--- config.mk ---
export PLATFORM = sky130hd
export DESIGN_NAME = bank_slot_translator
export DESIGN_NICKNAME = d
export VERILOG_FILES = /design/src/hdl/bst_pkg.sv /design/src/hdl/bank_slot_translator.sv /design/src/hdl/bst_rem.sv
export SDC_FILE = /design/constraint.sdc
export NUM_CORES = 2
export LEC_CHECK = 0
export BUFFER_PORTS_ARGS = -buffer_cell sky130_fd_sc_hd__buf_2
export CAP_MARGIN = 10
export CORE_AREA = 2 2 483 485
export DETAILED_ROUTE_END_ITERATION = 16
export DIE_AREA = 0 0 485 487
export PLACE_DENSITY = 0.55
export SETUP_SLACK_MARGIN = 0.15
export SYNTH_ARGS = -nofsm -noshare
export SYNTH_HDL_FRONTEND = slang
export SYNTH_SLANG_ARGS = --single-unit
--- constraint.sdc ---
create_clock -name clk -period 6.1 [get_ports clk]
set_clock_uncertainty 0.1 [all_clocks]
set_input_delay 0.61 -clock clk [delete_from_list [all_inputs] [get_ports clk]]
set_output_delay 0.61 -clock clk [all_outputs]
set_load 0.05 [all_outputs]
--- src/hdl/bst_pkg.sv ---
// bank slot translator package: codes, widths and memory size lookup
// used by bst_rem and bank_slot_translator
`default_nettype none
package bst_pkg;

  localparam int unsigned SIZE_W    = 23;
  localparam int unsigned DIVD_W    = 33;
  localparam int unsigned PRG_PAGE_LOG2 = 12;
  localparam int unsigned CHR_PAGE_LOG2 = 10;
  localparam int unsigned EXRAM_BYTES = 1024;
  localparam int unsigned CIRAM_BYTES = 16384;

  localparam logic [2:0] CMD_XLATE  = 3'd0;
  localparam logic [2:0] CMD_MAP    = 3'd1;
  localparam logic [2:0] CMD_UNMAP  = 3'd2;
  localparam logic [2:0] CMD_NT     = 3'd3;
  localparam logic [2:0] CMD_MIRROR = 3'd4;

  localparam logic [1:0] MEM_ROM   = 2'd0;
  localparam logic [1:0] MEM_RAM   = 2'd1;
  localparam logic [1:0] MEM_XRAM  = 2'd2;
  localparam logic [1:0] MEM_NTRAM = 2'd3;

  localparam logic [3:0] TYPE_CHR_CIRAM = 4'd7;

  localparam logic [1:0] REG_PRG_ROM = 2'd0;
  localparam logic [1:0] REG_PRG_RAM = 2'd1;
  localparam logic [1:0] REG_CHR_ROM = 2'd2;
  localparam logic [1:0] REG_CHR_RAM = 2'd3;

  // first field in the highest bits, last field (cmd) in the lowest
  typedef struct packed {
    logic [31:0] mirror_word;
    logic [21:0] nt_offset;
    logic [2:0]  nt_dest;
    logic [5:0]  bank_kb;
    logic [15:0] bank;
    logic [7:0]  write_value;
    logic        is_write;
    logic [15:0] addr;
    logic [3:0]  mem_type;
    logic [2:0]  cmd;
  } in_item_t;

  typedef struct packed {
    logic [7:0]  write_data;
    logic        write_enable;
    logic [22:0] phys_offset;
    logic [1:0]  mem_select;
    logic        region;
    logic        hit;
  } out_item_t;

  function automatic logic [SIZE_W-1:0] mem_size(
    input logic              region,
    input logic [1:0]        sel,
    input logic [SIZE_W-1:0] prg_rom,
    input logic [SIZE_W-1:0] prg_ram,
    input logic [SIZE_W-1:0] chr_rom,
    input logic [SIZE_W-1:0] chr_ram
  );
    logic [SIZE_W-1:0] s;
    if (!region) begin
      unique case (sel)
        MEM_ROM: s = prg_rom;
        MEM_RAM: s = prg_ram;
        default: s = '0;
      endcase
    end else begin
      unique case (sel)
        MEM_ROM:   s = chr_rom;
        MEM_RAM:   s = chr_ram;
        MEM_XRAM:  s = SIZE_W'(EXRAM_BYTES);
        MEM_NTRAM: s = SIZE_W'(CIRAM_BYTES);
      endcase
    end
    return s;
  endfunction

endpackage
`default_nettype wire

--- src/hdl/bank_slot_translator.sv ---
// bank slot translator top level: slot table memory, command sequencer
// depends on bst_pkg and bst_rem
//
// channel  dir  width  contents
// s_axis   in   112    cmd, mem_type, addr, is_write, write_value, bank,
//                      bank_kb, nt_dest, nt_offset, mirror_word
// m_axis   out  40     hit, region, mem_select, phys_offset, write_enable,
//                      write_data
// cfg      in   23     size registers, index 0 to 3
//
// one transaction at a time; translate reads the table, then registers the result
// map bank forms the bank offset, then fills each slot from the serial remainder unit
// map nametable writes one or two slots, map mirroring writes eight slots
// rst clears the size registers and every slot valid bit at once
// a stalled result is held; the next transaction is taken as it leaves
`default_nettype none
module bank_slot_translator #(
  parameter int unsigned OFFSET_BITS = 22
) (
  input  wire logic          clk,
  input  wire logic          rst,
  input  wire logic          s_tvalid,
  output logic               s_tready,
  // cmd, mem_type, addr, is_write, write_value, bank, bank_kb, nt_dest,
  // nt_offset, mirror_word, zero pad
  input  wire logic [111:0]  s_tdata,
  output logic               m_tvalid,
  input  wire logic          m_tready,
  // hit, region, mem_select, phys_offset, write_enable, write_data, zero pad
  output logic [39:0]        m_tdata,
  input  wire logic          cfg_we,
  input  wire logic [1:0]    cfg_index,
  input  wire logic [22:0]   cfg_data
);

  localparam int unsigned EW   = 4 + OFFSET_BITS;
  localparam int unsigned SUMW = (OFFSET_BITS > 23) ? OFFSET_BITS : 23;

  typedef enum logic [3:0] {
    S_IDLE, S_XLATE, S_MUL, S_LOOP, S_DIV, S_WR, S_NT1, S_NT2, S_MIR, S_FIN
  } state_t;

  state_t state;

  bst_pkg::in_item_t  in_item;
  bst_pkg::out_item_t out_q;
  bst_pkg::out_item_t xl;

  logic [22:0] prg_rom, prg_ram, chr_rom, chr_ram;

  logic [EW-1:0] mem [64];
  logic [63:0]   valid;
  logic [EW-1:0] rdata;
  logic          rvalid;

  logic [3:0]  type_q;
  logic [11:0] addr_q;
  logic        wr_q;
  logic [7:0]  wval_q;
  logic [15:0] bank_q;
  logic [5:0]  kb_q;
  logic [2:0]  d_q;
  logic [21:0] nto_q;
  logic [31:0] mir_q;
  logic [22:0] size_q;
  logic [31:0] prod;
  logic [5:0]  count;
  logic [5:0]  y;
  logic [4:0]  s;
  logic [2:0]  j;

  logic        in_region;
  logic [3:0]  in_slot;
  logic [5:0]  raddr;
  logic [22:0] in_size;
  logic        accept;
  logic        out_load;

  logic                 div_start;
  logic                 div_done;
  logic [22:0]          div_rem;
  logic [32:0]          dividend;

  logic                   we;
  logic [5:0]             waddr;
  logic [3:0]             wtype;
  logic [OFFSET_BITS-1:0] woff;

  logic                   reg_q;
  logic [SUMW-1:0]        sum;
  logic [11:0]            low;

  assign in_item   = bst_pkg::in_item_t'(s_tdata[110:0]);
  assign in_region = in_item.mem_type[2];
  assign in_slot   = in_region ? in_item.addr[bst_pkg::CHR_PAGE_LOG2 +: 4]
                               : in_item.addr[bst_pkg::PRG_PAGE_LOG2 +: 4];
  assign raddr     = {in_region, in_item.mem_type[3], in_slot};
  assign in_size   = bst_pkg::mem_size(in_region, in_item.mem_type[1:0],
                                       prg_rom, prg_ram, chr_rom, chr_ram);

  assign s_tready = (state == S_IDLE) && (!m_tvalid || m_tready);
  assign accept   = s_tvalid && s_tready;
  assign out_load = (state == S_XLATE) || (state == S_FIN);
  assign m_tdata  = {4'b0, out_q};

  assign reg_q = type_q[2];

  // translate result from the registered table entry
  always_comb begin
    low = reg_q ? {2'b0, addr_q[9:0]} : addr_q[11:0];
    sum = SUMW'(rdata[OFFSET_BITS-1:0]) + SUMW'(low);
    xl  = '0;
    if (rvalid) begin
      xl.hit          = 1'b1;
      xl.region       = rdata[EW-2];
      xl.mem_select   = rdata[EW-3:EW-4];
      xl.phys_offset  = sum[22:0];
      xl.write_enable = wr_q && (rdata[EW-3:EW-4] != bst_pkg::MEM_ROM);
      xl.write_data   = xl.write_enable ? wval_q : 8'd0;
    end
  end

  assign dividend  = {1'b0, prod} + (reg_q ? {17'b0, y, 10'b0} : {15'b0, y, 12'b0});
  assign div_start = (state == S_LOOP) && !(y == count || s[4]);

  bst_rem u_rem (
    .clk      (clk),
    .rst      (rst),
    .start    (div_start),
    .dividend (dividend),
    .divisor  (size_q),
    .done     (div_done),
    .rem      (div_rem)
  );

  // table write port
  always_comb begin
    we    = 1'b0;
    waddr = '0;
    wtype = type_q;
    woff  = '0;
    unique case (state)
      S_WR: begin
        we    = 1'b1;
        waddr = {reg_q, type_q[3], s[3:0]};
        woff  = OFFSET_BITS'(div_rem);
      end
      S_NT1: begin
        we    = 1'b1;
        waddr = {reg_q, 2'b01, d_q};
        woff  = OFFSET_BITS'(nto_q);
      end
      S_NT2: begin
        we    = 1'b1;
        waddr = {reg_q, 3'b011, d_q[1:0]};
        woff  = OFFSET_BITS'(nto_q);
      end
      S_MIR: begin
        we    = 1'b1;
        waddr = {3'b101, j};
        wtype = bst_pkg::TYPE_CHR_CIRAM;
        woff  = OFFSET_BITS'({mir_q[3:0], 10'b0});
      end
      default: begin
        we = 1'b0;
      end
    endcase
  end

  always_ff @(posedge clk) begin
    if (we) begin
      mem[waddr] <= {wtype, woff};
    end
    rdata <= mem[raddr];
  end

  always_ff @(posedge clk) begin
    if (rst) begin
      valid <= '0;
    end else begin
      if (we) begin
        valid[waddr] <= 1'b1;
      end
      if (accept && in_item.cmd == bst_pkg::CMD_UNMAP) begin
        valid[raddr] <= 1'b0;
      end
    end
  end

  always_ff @(posedge clk) begin
    if (rst) begin
      prg_rom <= '0;
      prg_ram <= '0;
      chr_rom <= '0;
      chr_ram <= '0;
    end else if (cfg_we) begin
      unique case (cfg_index)
        bst_pkg::REG_PRG_ROM: prg_rom <= cfg_data;
        bst_pkg::REG_PRG_RAM: prg_ram <= cfg_data;
        bst_pkg::REG_CHR_ROM: chr_rom <= cfg_data;
        default:              chr_ram <= cfg_data;
      endcase
    end
  end

  always_ff @(posedge clk) begin
    if (rst) begin
      state    <= S_IDLE;
      m_tvalid <= 1'b0;
    end else begin
      rvalid <= valid[raddr];
      if (m_tvalid && m_tready) begin
        m_tvalid <= 1'b0;
      end
      unique case (state)
        S_IDLE: begin
          if (accept) begin
            type_q <= in_item.mem_type;
            addr_q <= in_item.addr[11:0];
            wr_q   <= in_item.is_write;
            wval_q <= in_item.write_value;
            bank_q <= in_item.bank;
            kb_q   <= in_item.bank_kb;
            d_q    <= in_item.nt_dest;
            nto_q  <= in_item.nt_offset;
            mir_q  <= in_item.mirror_word;
            size_q <= in_size;
            s      <= {1'b0, in_slot};
            y      <= '0;
            j      <= '0;
            unique case (in_item.cmd)
              bst_pkg::CMD_XLATE:  state <= S_XLATE;
              bst_pkg::CMD_MAP:    state <= (in_size != '0) ? S_MUL : S_FIN;
              bst_pkg::CMD_NT:     state <= (in_size != '0) ? S_NT1 : S_FIN;
              bst_pkg::CMD_MIRROR: state <= S_MIR;
              default:             state <= S_FIN;
            endcase
          end
        end
        S_XLATE: begin
          out_q    <= xl;
          m_tvalid <= 1'b1;
          state    <= S_IDLE;
        end
        S_MUL: begin
          prod  <= bank_q * {kb_q, 10'b0};
          count <= reg_q ? kb_q : {2'b0, kb_q[5:2]};
          state <= S_LOOP;
        end
        S_LOOP: begin
          state <= div_start ? S_DIV : S_FIN;
        end
        S_DIV: begin
          if (div_done) begin
            state <= S_WR;
          end
        end
        S_WR: begin
          y     <= y + 6'd1;
          s     <= s + 5'd1;
          state <= S_LOOP;
        end
        S_NT1: begin
          state <= d_q[2] ? S_FIN : S_NT2;
        end
        S_NT2: begin
          state <= S_FIN;
        end
        S_MIR: begin
          mir_q <= mir_q >> 4;
          j     <= j + 3'd1;
          if (j == 3'd7) begin
            state <= S_FIN;
          end
        end
        S_FIN: begin
          out_q    <= '0;
          m_tvalid <= 1'b1;
          state    <= S_IDLE;
        end
        default: begin
          state <= S_IDLE;
        end
      endcase
    end
  end

  assert property (@(posedge clk) disable iff (rst) s_tready |-> state == S_IDLE)
    else $error("input taken while busy");
  assert property (@(posedge clk) disable iff (rst) out_load |-> !m_tvalid || m_tready)
    else $error("result overwrites a stalled result");
  assert property (@(posedge clk) disable iff (rst) we |-> state != S_IDLE)
    else $error("table written while idle");
  assert property (@(posedge clk) disable iff (rst) div_done |-> state == S_DIV)
    else $error("remainder finished outside map walk");

endmodule
`default_nettype wire

--- src/hdl/bst_rem.sv ---
// bit-serial remainder unit, one dividend bit per cycle
// uses bst_pkg widths
`default_nettype none
module bst_rem (
  input  wire logic                      clk,
  input  wire logic                      rst,
  input  wire logic                      start,
  input  wire logic [bst_pkg::DIVD_W-1:0] dividend,
  input  wire logic [bst_pkg::SIZE_W-1:0] divisor,
  output logic                           done,
  output logic [bst_pkg::SIZE_W-1:0]     rem
);

  logic [bst_pkg::DIVD_W-1:0] dv;
  logic [5:0]                 cnt;
  logic                       busy;
  logic [bst_pkg::SIZE_W:0]   t;

  assign t = {rem, dv[bst_pkg::DIVD_W-1]};

  always_ff @(posedge clk) begin
    if (rst) begin
      busy <= 1'b0;
      done <= 1'b0;
      cnt  <= '0;
    end else begin
      done <= 1'b0;
      if (start) begin
        busy <= 1'b1;
        cnt  <= 6'(bst_pkg::DIVD_W);
        dv   <= dividend;
        rem  <= '0;
      end else if (busy) begin
        dv <= dv << 1;
        if (t >= {1'b0, divisor}) begin
          rem <= bst_pkg::SIZE_W'(t - {1'b0, divisor});
        end else begin
          rem <= bst_pkg::SIZE_W'(t);
        end
        cnt <= cnt - 6'd1;
        if (cnt == 6'd1) begin
          busy <= 1'b0;
          done <= 1'b1;
        end
      end
    end
  end

  assert property (@(posedge clk) disable iff (rst) done |-> !busy)
    else $error("remainder done while busy");
  assert property (@(posedge clk) disable iff (rst) start |=> busy)
    else $error("remainder start not taken");
  assert property (@(posedge clk) disable iff (rst) busy |-> cnt != 6'd0)
    else $error("remainder count underflow");

endmodule
`default_nettype wire

* Word level (Yosys, flattened, before mapping)
Memory sizes are Yosys's and may differ from the RTL's. A register that Yosys moved wholly into a read port is not among the register bits.
Index checks and enable logic that the tools add are counted.
** Operators by class
- Divide/modulo/power cells :: 0
- Bitwise logic cells :: 6
- $add $sub $neg :: 7
- Multiplexer cells :: 54
- Reduce and logical (&&, ||, !) cells :: 41
- $mul :: 1
- $lt $le $gt $ge :: 5
- Shift-type cells :: 0
- Equal/unequal tests :: 24
** Operators with widths (count)
- $mux W64 :: 3
- $pmux W23 S4 :: 1
- $pmux W36 S2 :: 1
- $mux W23 :: 3
- $mux W33 :: 2
- $pmux W22 S3 :: 1
- $and A64 B64 Y64 :: 1
- $not A64 Y64 :: 1
- $or A64 B64 Y64 :: 1
- $pmux W32 S2 :: 1
- $pmux W23 S2 :: 1
- $mux W4 :: 10
- $mux W36 :: 1
- $add A32 B18 Y33 :: 1
- $mux W32 :: 1
- $pmux W4 S7 :: 1
- $ge A24 B23 Y1 :: 1
- $pmux W6 S4 :: 1
- $add A22 B12 Y23 :: 1
- $reduce_bool A23 Y1 :: 1
- $sub A23 B23 Y23 :: 1
- $mul A16 B6 Y22 :: 1
- $mux W18 :: 1
- $mux W6 :: 3
- 43 further kinds :: 98
** Storage, ports and cells
- Bits of input ports :: 142
- ROM bits :: 0
- Bits in writable memories :: 1664
- Register bits :: 431
- Memories kept :: 1
- Output and inout bits :: 42
- Bits in latches :: 0
- Word-level logic and storage cells :: 175
** Memory list
- mem :: depth 64, bits a word 26, read ports 1, clocked after memory_dff 1, wr ports 1, RTL line bank_slot_translator.sv:51 : logic [EW-1:0] mem [64];

* Depth between registers and ports, before layout
- Depth in word-level cells :: 11
- Depth in mapped cells :: 17
- Mapped depth without buffers :: 16

* Cells and area by module
A second synthesis with hierarchy kept.
** Unflattened totals
- Cells, all modules :: 5202
- Area total of the unflattened synthesis :: 80841.3 sq um
** By module, submodules not included
- bank_slot_translator :: area an instance 76706.1 sq um, cells an instance 4818, sequential area each 57955.6 sq um, instances 1
- bst_rem :: area an instance 4135.2 sq um, cells an instance 384, sequential area each 1841.8 sq um, instances 1

* Least setup slack after synthesis
OpenSTA, ideal clock, no wires.
- Path type :: input -> register
- Start :: input rst
- End :: register addr_q[0], enable pin
- Arrival time :: 4984 ps
- Stages on the path :: 3
- Path buffers :: 2
- Path slack :: 466 ps
- Required time :: 5450 ps
- Cell sequence :: clkbuf_1 clkbuf_1 nor2_1
** On the way
- Word-level cells in the longest chain between the ends :: 2
** Ends and longest elaborated chain
- from (decl) :: RTL line bank_slot_translator.sv:21 : input wire logic rst,
- $not A1 Y1 (no line)
- $reduce_and A3 Y1 (no line)
- to (signal assigned) :: RTL line bank_slot_translator.sv:219 : addr_q <= in_item.addr[11:0];
- to (decl) :: RTL line bank_slot_translator.sv:57 : logic [11:0] addr_q;
Every way passes these cells.
A chain may end at the register's enable or synchronous reset.

* Worst setup path in the final report
- Start :: register kb_q[0]
- End :: register prod[30], data pin
** On the way
- Word-level cells in the longest chain between the ends :: 1
** Ends and longest elaborated chain
- from (decl) :: RTL line bank_slot_translator.sv:61 : logic [5:0] kb_q;
- from (signal assigned) :: RTL line bank_slot_translator.sv:223 : kb_q <= in_item.bank_kb;
- $mul A16 B6 Y22 :: RTL line bank_slot_translator.sv:246 : prod <= bank_q * {kb_q, 10'b0};
- to (signal assigned) :: RTL line bank_slot_translator.sv:246
- to (decl) :: RTL line bank_slot_translator.sv:66 : logic [31:0] prod;
Every way passes these cells.

==> impl_summary.txt <==
----------------------------------------------------
[Synth]
  Commonest register cell after synthesis ... sky130_fd_sc_hd__edfxtp_1
  Most instantiated library cell after synthesis ... sky130_fd_sc_hd__edfxtp_1
  Area share of the leading cell type in the synthesized netlist ... 0.691
  List of most frequent post-synthesis cells ... sky130_fd_sc_hd__edfxtp_1 (1852), sky130_fd_sc_hd__a22oi_1 (888), sky130_fd_sc_hd__nand2_1 (384)
  Number of unique standard cell types used by synthesis ... 71
  Library cell occupying the most area in the post-synthesis netlist ... sky130_fd_sc_hd__edfxtp_1
  Average size of a mapped cell ... 15.2 um2
  Number of warnings issued by yosys ... 0
  Mapped Area ... 0.0805 mm2
  Part of the Yosys area used for sequential elements ... 0.739
  Share of flip-flops with an asynchronous set or reset after synthesis ... 0
  Ranking of synthesized cells by area ... sky130_fd_sc_hd__edfxtp_1 (69%), sky130_fd_sc_hd__a22oi_1 (8.3%), sky130_fd_sc_hd__dfxtp_1 (4.8%)
  Synthesized instance count ... 5289
  EDFF count, synth ... 1852
  Register bit total from synthesis ... 2046

[Clock network]
  Number of CTS-inserted buffers ... 200
  Sink Count ... 2046
  Quantity of gates resized following cts ... 0
  CTS Root Buffer Type ... sky130_fd_sc_hd__clkbuf_16
  Clk pin slew, worst setup/hold paths ... 0.06 ns
  Number of H-tree branching levels ... 4
  Clock insertion delay at the later pin of the skew report ... 0.84 ns
  CTS Buffer Depth ... 3
  Clock tree from TritonCTS ... done
  Postcts setup bufs ... 0

[Place]
  Placed Instances ... 8342
  Port-buffer cells ... 178
  Placement-stage cell area ... 0.0858 mm2
  Post-DP HPWL ... 142 mm
  RePlAce Congestion ... 0.870
  Worst Setup Slack post-DPL ... 1.25 ns

[Final layout]
  Number of cells in the finished layout apart from fillers ... 8847
  Share of post-route cells with drive strength above 1 ... 0.130
  Final Net Count ... 5906
  Area growth from synthesis to layout ... 16.0%
  Number of fill cells ... 21059
  Area of all placed cells without fillers ... 0.0933 mm2

[Drt]
  Final antenna-violating net count ... 0
  Number of iterations in the first detailed-routing pass ... 7
  Post-detailed-routing wire length ... 242 mm
  Detailed-route DRC error count ... 0
  Drt via density ... 5.64
  Routed wire length per instance ... 27.4 um
  Initial DRC count ... 5746
  Total number of vias ... 49880

[Flow run]
  Max-cap check violation count ... 0

[Global route]
  Most Crowded Layer GR ... met2
  Combined global-route utilization of all metal layers ... 0.199
  GR Util met1 ... 0.281
  Met2 routing resource usage after global routing ... 0.305
  Antenna violations before repair ... 19
  Pin count of the biggest net entering global routing ... 100
  Wire length of the first global-routing pass ... 345 mm
  GRT Residual Overflow ... 0
  Number of global-route vias before repair ... 47909
  Met3 Resource Use GR ... 0.0396

[STA]
  Worst slew pin tran ... 1.34 ns
  Number of hold violations in the final report ... 0
  RSZ-0062 raised after global routing ... no
  Worst slew margin relative to its limit ... 0.102
  Number of pins exceeding their max-slew limit in the final report ... 0
  Setup tns final ... 0 ns
  Final period utilization ... 0.800
  Fin Hold WS ... 0.109 ns
  Final setup viols ... 0
  Final Worst Setup Slack ... 1.22 ns
  Top achievable clock speed ... 205 MHz
  Min cycle time layout ... 4.88 ns

[Floorplan]
  Die footprint ... 0.236 mm2
  X dimension of the die ... 485 um
  I/O pin count ... 184
  Area of the placeable core ... 0.231 mm2
  Die extent in y ... 487 um
  Initial core utilization ... 0.348
  Number of placement rows ... 177

[Pwr]
  Internal power consumption ... 24.2 mW
  Combinational group share of total power ... 0.143
  IR Drop Worst-Case VDD ... 0.257 mV
  Switch share ... 0.265
  Reg power frac ... 0.495
  Fraction of power consumed by the clock network ... 0.363
  Net switching power figure ... 8.73 mW
  Areal power density over the cells ... 353 mW/mm2
  Static leakage ... 28.6 nW

[Setup path]
  Required arrival time at the worst endpoint ... 6.57 ns
  Endpoint kind of the worst setup timing path ... flop
  CP Data Arrival Time ... 5.35 ns
  Maximum net fanout on the critical path ... 17
  Critical Path Source Type ... flop
  Critical path class ... flop to flop

[Hold path]
  Hold Path Class ... input port to flop

[Outcome]
  Outcome ... finished, final reports clean

----------------------------------------------------
==> final cells by class <==
type / count / area [um2] / area share
diodes: 18 / 45.0 / 0.000483
clock buffers: 243 / 5180 / 0.0555
clock inverters: 120 / 1070 / 0.0115
inverters: 138 / 518 / 0.00555
multi-input cells: 2793 / 19700 / 0.211
flip-flops and latches: 2046 / 59500 / 0.637
well taps: 3043 / 3810 / 0.0408
repair buffers: 446 / 3520 / 0.0377
==> registers in the layout, summed over array words and instances (netlist names), 6 cells and up <==
signal     count
u_rem.dv      23
wval_q         8
u_rem.cnt      6
m_tdata       36
prod          22
addr_q        12
mir_q         32
y              6
chr_ram       23
count          6
chr_rom       23
prg_ram       23
bank_q        16
valid         64
size_q        23
mem         1600
rdata         25
prg_rom       23
kb_q           6
nto_q         22
u_rem.rem     23
==> layout by cell type (no fill, tap or decap), types with 38 or more instances in the layout <==
cell,Yosys,routed
sky130_fd_sc_hd__dfxtp_1,194,194
sky130_fd_sc_hd__buf_4,11,121
sky130_fd_sc_hd__o21ai_0,60,58
sky130_fd_sc_hd__a211oi_1,61,61
sky130_fd_sc_hd__clkbuf_16,0,200
sky130_fd_sc_hd__ha_1,79,79
sky130_fd_sc_hd__and2_1,119,119
sky130_fd_sc_hd__inv_1,138,133
sky130_fd_sc_hd__a21oi_1,232,229
sky130_fd_sc_hd__nor3_1,40,38
sky130_fd_sc_hd__nand3_1,46,46
sky130_fd_sc_hd__nand2_1,384,384
sky130_fd_sc_hd__buf_2,101,177
sky130_fd_sc_hd__clkinv_1,0,54
sky130_fd_sc_hd__nand4_1,190,190
sky130_fd_sc_hd__edfxtp_1,1852,1852
sky130_fd_sc_hd__nor2_4,0,49
sky130_fd_sc_hd__a41oi_1,52,52
sky130_fd_sc_hd__a22oi_1,888,888
sky130_fd_sc_hd__nor2b_1,44,43
sky130_fd_sc_hd__nor2_1,203,134
sky130_fd_sc_hd__fa_1,60,60
sky130_fd_sc_hd__clkbuf_1,178,42
sky130_fd_sc_hd__dlygate4sd3_1,0,123
==> logic make-up after synthesis <==
kind of cell	Yosys count	share of synthesized area
AO/OA/AOI/OAI	1424	0.126
adder cells (fa/ha/maj)	139	0.0272
AND/OR/NAND/NOR	1115	0.0680
multiplexers	44	0.00889
flip-flops	2046	0.739
XOR/XNOR	67	0.00729
other	1	0.0000466
buffers and inverters	453	0.0235
==> worst paths after layout <==
check              start           to  slack (ns)  cells after the start
min           s_tdata[1]     state[2]        0.11                      3
max              kb_q[0]     prod[30]        1.22                     15
min reg2reg  prg_rom[12]  prg_rom[12]        0.35                      2
max reg2reg      kb_q[0]     prod[30]        1.22                     15
==> layer usage <==
layer / up-vias / part of all wire / routed length, um
li1: 21563 / - / -
met1: 25701 / 0.42 / 102000
met5: - / 0.00026 / 62
met4: 10 / 0.035 / 8550
met3: 382 / 0.087 / 21100
met2: 2224 / 0.45 / 110000
==> power groups by stage <==
stage               Sequential, mW  Clock [mW]  Combinational, mW
CTS                           16.3        12.1               4.72
global route                  16.4        12.7               5.15
detailed placement            16.6           0               4.64
global placement              16.6           0               4.63
finish                        16.3        12.0               4.71
floorplan                     16.6           0               2.99
==> worst max-delay path: stages (launching register included) <==
cell	delay (ns)
sky130_fd_sc_hd__edfxtp_1	0.65
sky130_fd_sc_hd__and2_1	0.27
sky130_fd_sc_hd__fa_1	0.54
sky130_fd_sc_hd__inv_1	0.06
sky130_fd_sc_hd__fa_1	0.48
sky130_fd_sc_hd__fa_1	0.49
sky130_fd_sc_hd__inv_1	0.04
sky130_fd_sc_hd__ha_1	0.32
sky130_fd_sc_hd__o21ai_0	0.23
sky130_fd_sc_hd__o21ai_0	0.15
sky130_fd_sc_hd__a21o_1	0.20
sky130_fd_sc_hd__a31oi_1	0.36
sky130_fd_sc_hd__o211ai_1	0.21
sky130_fd_sc_hd__a31o_2	0.27
sky130_fd_sc_hd__a21oi_1	0.16
sky130_fd_sc_hd__xnor2_1	0.09
==> what timing repair did <==
item                                   in CTS  in global routing
setup endpoints to repair                   0                  0
hold buffers                              123                  0
endpoints found under the hold margin     192                  0
==> through the flow <==
| step | utilization | power (mW) |
|---|---|---|
| after CTS | 0.403 | 33.2 |
| final | 0.403 | 33.0 |
| after global routing | 0.403 | 34.2 |
| after floorplan | - | 19.6 |
| after detailed placement | 0.371 | 21.2 |
| after global placement | 0.371 | 21.2 |
Note: power is estimated with default switching activity, not from simulation.
